[src/double_ended_queue_core_macros.svh]
// assertion macros for the deque core
`ifndef DOUBLE_ENDED_QUEUE_CORE_MACROS_SVH
`define DOUBLE_ENDED_QUEUE_CORE_MACROS_SVH

// same-cycle implication, checked outside reset
`define DQC_ASSERT_NOW(lbl, ante, cons) \
  lbl: assert property (@(posedge clk) disable iff (rst) (ante) |-> (cons)) \
    else $error("deque core check failed");

// next-cycle implication, checked outside reset
`define DQC_ASSERT_NEXT(lbl, ante, cons) \
  lbl: assert property (@(posedge clk) disable iff (rst) (ante) |=> (cons)) \
    else $error("deque core check failed");

`endif

[src/dqc_pkg.sv]
// shared constants, types and request codes for the deque core
package dqc_pkg;

  localparam int DEPTH       = 1024;
  localparam int ADDR_W      = $clog2(DEPTH);
  localparam int CNT_W       = $clog2(DEPTH + 1);
  localparam int WORD_W      = 32;
  localparam int FUNC_W      = 3;
  localparam int COUNT_OUT_W = 11;

  typedef logic [ADDR_W-1:0]        addr_t;
  typedef logic [CNT_W-1:0]         cnt_t;
  typedef logic signed [WORD_W-1:0] word_t;
  typedef logic [COUNT_OUT_W-1:0]   count_out_t;

  typedef enum logic [FUNC_W-1:0] {
    OP_NONE       = 3'd0,
    OP_PUSH_FRONT = 3'd1,
    OP_PUSH_BACK  = 3'd2,
    OP_POP_FRONT  = 3'd3,
    OP_POP_BACK   = 3'd4
  } op_t;

  // pointer update request from the sequencer
  typedef struct packed {
    logic valid;
    op_t  op;
  } ptr_cmd_t;

  // pointer status and the ring addresses derived from it
  typedef struct packed {
    cnt_t  count;
    logic  empty;
    logic  full;
    addr_t front_wr_addr;
    addr_t back_wr_addr;
    addr_t front_next_addr;
    addr_t back_next_addr;
  } ptr_stat_t;

endpackage

[src/dqc_ptr.sv]
// head, tail and count registers of the ring store
module dqc_ptr (
  input  logic               clk,
  input  logic               rst,
  input  dqc_pkg::ptr_cmd_t  cmd,
  output dqc_pkg::ptr_stat_t stat
);

  dqc_pkg::addr_t head;
  dqc_pkg::addr_t tail;
  dqc_pkg::cnt_t  count;

  function automatic dqc_pkg::addr_t ring_next(dqc_pkg::addr_t i);
    return (i == dqc_pkg::addr_t'(dqc_pkg::DEPTH - 1)) ? '0 : i + dqc_pkg::addr_t'(1);
  endfunction

  function automatic dqc_pkg::addr_t ring_prev(dqc_pkg::addr_t i);
    return (i == '0) ? dqc_pkg::addr_t'(dqc_pkg::DEPTH - 1) : i - dqc_pkg::addr_t'(1);
  endfunction

  always_comb begin
    stat.count           = count;
    stat.empty           = (count == '0);
    stat.full            = (count == dqc_pkg::cnt_t'(dqc_pkg::DEPTH));
    stat.front_wr_addr   = ring_prev(head);
    stat.back_wr_addr    = tail;
    // new front after a front pop, new back after a back pop
    stat.front_next_addr = ring_next(head);
    stat.back_next_addr  = ring_prev(ring_prev(tail));
  end

  always_ff @(posedge clk) begin
    if (rst) begin
      head  <= '0;
      tail  <= '0;
      count <= '0;
    end else if (cmd.valid) begin
      case (cmd.op)
        dqc_pkg::OP_PUSH_FRONT: begin
          head  <= ring_prev(head);
          count <= count + dqc_pkg::cnt_t'(1);
        end
        dqc_pkg::OP_PUSH_BACK: begin
          tail  <= ring_next(tail);
          count <= count + dqc_pkg::cnt_t'(1);
        end
        dqc_pkg::OP_POP_FRONT: begin
          head  <= ring_next(head);
          count <= count - dqc_pkg::cnt_t'(1);
        end
        dqc_pkg::OP_POP_BACK: begin
          tail  <= ring_prev(tail);
          count <= count - dqc_pkg::cnt_t'(1);
        end
        default: begin
        end
      endcase
    end
  end

endmodule

[config.mk]
export PLATFORM = sky130hd
export DESIGN_NAME = dqc_ptr
export DESIGN_NICKNAME = d
export VERILOG_FILES = /design/src/double_ended_queue_core_macros.svh /design/src/dqc_pkg.sv /design/src/dqc_ptr.sv
export SDC_FILE = /design/constraint.sdc
export NUM_CORES = 1
export LEC_CHECK = 0
export BUFFER_PORTS_ARGS = -buffer_cell sky130_fd_sc_hd__buf_2
export CAP_MARGIN = 20
export CORE_MARGIN = 3
export CORE_UTILIZATION = 24
export CTS_BUF_LIST = sky130_fd_sc_hd__clkbuf_8 sky130_fd_sc_hd__clkbuf_16
export CTS_CLUSTER_SIZE = 40
export DETAILED_ROUTE_END_ITERATION = 7
export GPL_TIMING_DRIVEN = 0
export PLACE_DENSITY = 0.51
export REMOVE_ABC_BUFFERS = 1
export SLEW_MARGIN = 20
export SYNTH_ARGS = -nofsm -noshare
export SYNTH_HDL_FRONTEND = slang
export SYNTH_SLANG_ARGS = --single-unit
[constraint.sdc]
create_clock -name clk -period 5.4 [get_ports clk]
set_input_delay 0.81 -clock clk [delete_from_list [all_inputs] [get_ports clk]]
set_output_delay 0.81 -clock clk [all_outputs]
set_load 0.01 [all_outputs]
# --- Word level (Yosys, flattened, before mapping) ---
# Index checks and enable logic that the tools add are counted.
classes:
  n_addsub: 7
  eq_ne: 7
  muxes: 8
  reduce_logical: 12
ops:
  columns: ["op", "count"]
  rows:
  - ["2-to-1 mux 10 bit", 5]
  - ["case mux 10 bit (2 select lines)", 2]
  - ["zero test 10 bit", 3]
  - ["subtractor 10 x 1 -> 10 bit, second input constant", 3]
  - ["case mux 11 bit (2 select lines)", 1]
  - ["adder 10 x 1 -> 10 bit, second input constant", 2]
  - ["equality test 10 bit, second input constant", 2]
  - ["adder 11 x 1 -> 11 bit, second input constant", 1]
  - ["equality test 11 bit, second input constant", 1]
  - ["zero test 11 bit", 1]
  - ["subtractor 11 x 1 -> 11 bit, second input constant", 1]
  - ["equality test 3 x 2 -> 1 bit, second input constant", 2]
  - ["AND reduction 2 bit", 3]
  - ["nonzero test 2 bit", 3]
  - ["OR reduction 2 bit", 2]
  - ["equality test 3 x 1 -> 1 bit, second input constant", 1]
  - ["equality test 3 bit, second input constant", 1]
totals:
  regBits: 31
  inputBits: 6
  elab_cells: 37

# --- Longest topological paths before layout ---
logic_depth:
  word_depth: 4
  mapped_depth: 10

# --- Worst setup path after synthesis ---
# Ideal clock, no wire load.
synth_timing:
  kind: "register to output"
  startpoint: "register tail[1]"
  endpoint: "output stat[9] (netlist bit)"
  arrival_time_ns: 2.393
  required_ns: 4.590
  setup_slack_ns: 2.197
  path_stages_with_launch: 10
  cell_sequence: "dfxtp_1 -> inv_1 -> ha_1 -> buf_6 -> o21bai_4 -> a211o_1 -> a31oi_2 -> nand3_2 -> or3_1 -> a21oi_1"
synth_rtl:
  columns: ["item", "line_no", "text"]
  rows:
  - ["start, declared", "dqc_ptr.sv:10", "dqc_pkg::addr_t tail;"]
  - ["start signal, assigned", "dqc_ptr.sv:44", "tail <= ring_next(tail);"]
  - ["start signal, assigned", "dqc_ptr.sv:52", "tail <= ring_prev(tail);"]
  - ["end, declared", "dqc_ptr.sv:6", "output dqc_pkg::ptr_stat_t stat"]

==> metrics.yaml <==
grt:
  antenna_found_initial: 0
  top_usage_layer: "met2"
  gr-usage-met1_pct: 16.4
  gr-total-overflow: 0
  grt_max_degree: 37
  grt_pass1_vias: 2770
  grtUsageMet3_pct: 2.35
  grt_first_pass_wirelength_um: 14100
  grt_use_met2_pct: 18.7
  grt_use_total_pct: 11.8
floorplanning:
  initial_core_util_pct: 24.8
  die_width_um: 118
  fp.dieH_um: 118
  row_count: 40
  dieArea_mm2: 0.0139
  io_pins: 59
  core_area_mm2: 0.0121
critical_path:
  crit_family: "compound AO/OA/AOI/OAI gates"
  cp_slowest_stage_delay_ns: 0.66
  setup.worst_path.start: "tail[0]"
  worstPathArrival_ns: 3.07
  path_cells: "inv_1 -> ha_1 -> o21bai_4 -> a211o_1 -> a31oi_2 -> nand3_2 -> or3_1 -> a21oi_1 -> buf_2"
  crit_path_end_kind: "output pin"
  reg2reg_to: "tail[7]"
  r2r_cells: 8
  crit_path_start_kind: "register"
  cp.required_ns: 4.59
  r2r-start: "tail[0]"
  rrSetupSlack_ns: 2.99
  path_class: "reg -> out"
  cp.buffers_inverters: 2
  crit_fanout: 14
  crit_slowest_cell: "dfxtp_1"
detailed_routing:
  drc_errors: 0
  routed_wl_um: 8250
  viasPerCell: 5.00
  via_count: 3077
  final_antenna_net_count: 0
  post_drt_wl_per_cell_um: 13.4
  firstDrtPassIters: 4
  drt_iter0_drc: 196
synthesis:
  synth_area_leader_cell: "dfxtp_1"
  synth_area_mm2: 0.00301
  synth_area_leaders: "dfxtp_1 21%, ha_1 6.2%, nand2_1 6.2%, xnor2_1 5.5%, a21oi_1 5.3%"
  seq_area_frac_synth_pct: 20.6
  netlist_instances: 414
  synth_cell_type_count: 69
  postSynthAreaPerCell_um2: 7.27
  netlist_top_cells_count: "50 x nand2_1, 42 x nor2_1, 32 x a21oi_1, 31 x dfxtp_1"
  yosysWarnings: 0
  ys.flop_type: "dfxtp_1"
  synthArstFlopShare_pct: 0
  synth_seq_cells: 31
  yosysMostFrequentCell: "nand2_1"
  synth.top_cell.area_share_pct: 20.6
  synth_edf_count: 0
min_path:
  hp-start: "count[6]"
  hold_path_depth: 2
  hold_end: "count[6]"
  hp-class: "reg -> reg"
sta:
  period_share_pct: 71.8
  skew_ns: 0.00536
  tightestPinTransition_ns: 0.906
  final_hold_viol_count: 0
  rsz0062_at_grt: "no"
  post-route-min-period_ns: 3.88
  final.setup.tns_ns: 0
  timing.max_slew.rel_slack_pct: 39.2
  setup_slack_ns: 1.52
  maxSlewViolCount: 0
  fmax_mhz: 258
  setup_viol: 0
clock_tree:
  holdBufCountCts: 0
  clkTransAtPathRegs_ns: 0.05
  root_buffer: "clkbuf_16"
  cts_sinks: 31
  htree_levels: 2
  clock_latency_ns: 0.27
  clockBufferDepth: 2
  cts_setup_buffers: 0
  cts_tree: "done"
  post_cts_resized: 0
  cts_made_buffers: 5
job:
  max-cap-violations: 0
pwr:
  ir_drop_v: 0.0000838
  switching_share_pct: 34.9
  p_clk_share_pct: 32.1
  power_leakage_uw: 0.00142
  combPwrFrac_pct: 34.3
  intPower_uw: 517
  p_switching_uw: 277
  powerDensity_mw_per_mm2: 228
  power_frac_seq_pct: 33.6
place:
  gp_congestion: 0.790
  hpwlAfterDp_um: 6120
  place_ws_ns: 1.50
  dp_cells: 609
  port_buffers: 58
final_layout:
  layout.nets: 470
  area_delta_synth_final_pct: 15.8
  layout-drive-gt1-share_pct: 18.3
  fin_cells: 615
  insertedDiodeCount: 0
status:
  status: "finished, final reports clean"
-- logic make-up (layout without fill, tap and decap cells) --
group | count (synthesis) | after routing | synth area share, %
AOI/OAI and AO/OA | 102 | 102 | 23.1
xor gates and xnor gates | 35 | 35 | 10.2
adders and majority gates | 16 | 16 | 6.90
buffers and inverters | 41 | 74 | 6.32
DFF | 31 | 31 | 20.6
muxes | 1 | 1 | 0.333
and+or+nand+nor | 188 | 188 | 32.5
-- placed cells by master (no fill, tap or decap), drive strengths merged, types with 3 or more instances in the layout --
cell,netlist,layout
a31oi,5,5
nand4,3,3
inv,10,11
o21ai,19,19
nor2b,9,9
buf,14,58
nor3b,3,3
xor2,16,16
nor2,44,44
nand3,18,18
xnor2,19,19
a21oi,32,32
o211ai,3,3
and2,6,6
or3,6,6
ha,15,15
dfxtp,31,31
nor3,22,22
nor4,6,6
a211oi,13,13
nand2,50,50
nand2b,4,4
nand3b,5,5
clkbuf,17,5
and4,3,3
o21bai,3,3
o32ai,3,3
-- worst register-to-register path: stages (launching register included) --
cell	delay [ns]
dfxtp_1	0.47
inv_1	0.16
ha_1	0.43
nor3b_4	0.32
nand2_1	0.08
a211o_1	0.32
and2_4	0.17
o32a_1	0.18
o32ai_2	0.18
-- stage by stage --
stage          hold WS [ns]  util, %  area [µm²]  total power [µW]
2_1_floorplan         0.498        -        2860               453
3_3_place_gp          0.479     27.7        3360               542
3_5_place_dp          0.492     27.7        3360               545
4_1_cts               0.500     28.8        3490               806
5_1_grt               0.524     28.8        3490               849
6_report              0.496     28.8        3490               794
-- registers in the layout, indices dropped and copies added, names as in the netlist --
signal / cells
count: 11
tail: 10
head: 10
-- worst max path at each step --
stage,end,cells past startpoint
after global placement,count[10],11
after global routing,stat[9],9
final,stat[9],9
after floorplan,stat[9],8
after CTS,stat[9],9
after detailed placement,count[10],11
-- power groups by stage --
stage | clock [µW] | sequential, µW | combinational, µW
detailed placement | 0 | 272 | 273
finish | 255 | 267 | 272
floorplan | 0 | 269 | 184
CTS | 265 | 267 | 275
global route | 274 | 270 | 305
global placement | 0 | 271 | 271
-- layer usage --
layer / wire, µm / vias up
met4: 40 / 0
met3: 375 / 4
met5: 0 / -
met2: 3780 / 74
met1: 4060 / 1443
li1: - / 1556
-- final cells by class --
class,count,area [µm²]
well taps,168,210
repair buffers,58,290
flip-flops and latches,31,621
inverters,10,37.5
multi-input cells,342,2200
clock buffers,5,125
clock inverters,1,3.75
fillers,1350,8630
(Power assumes the default switching activity.)
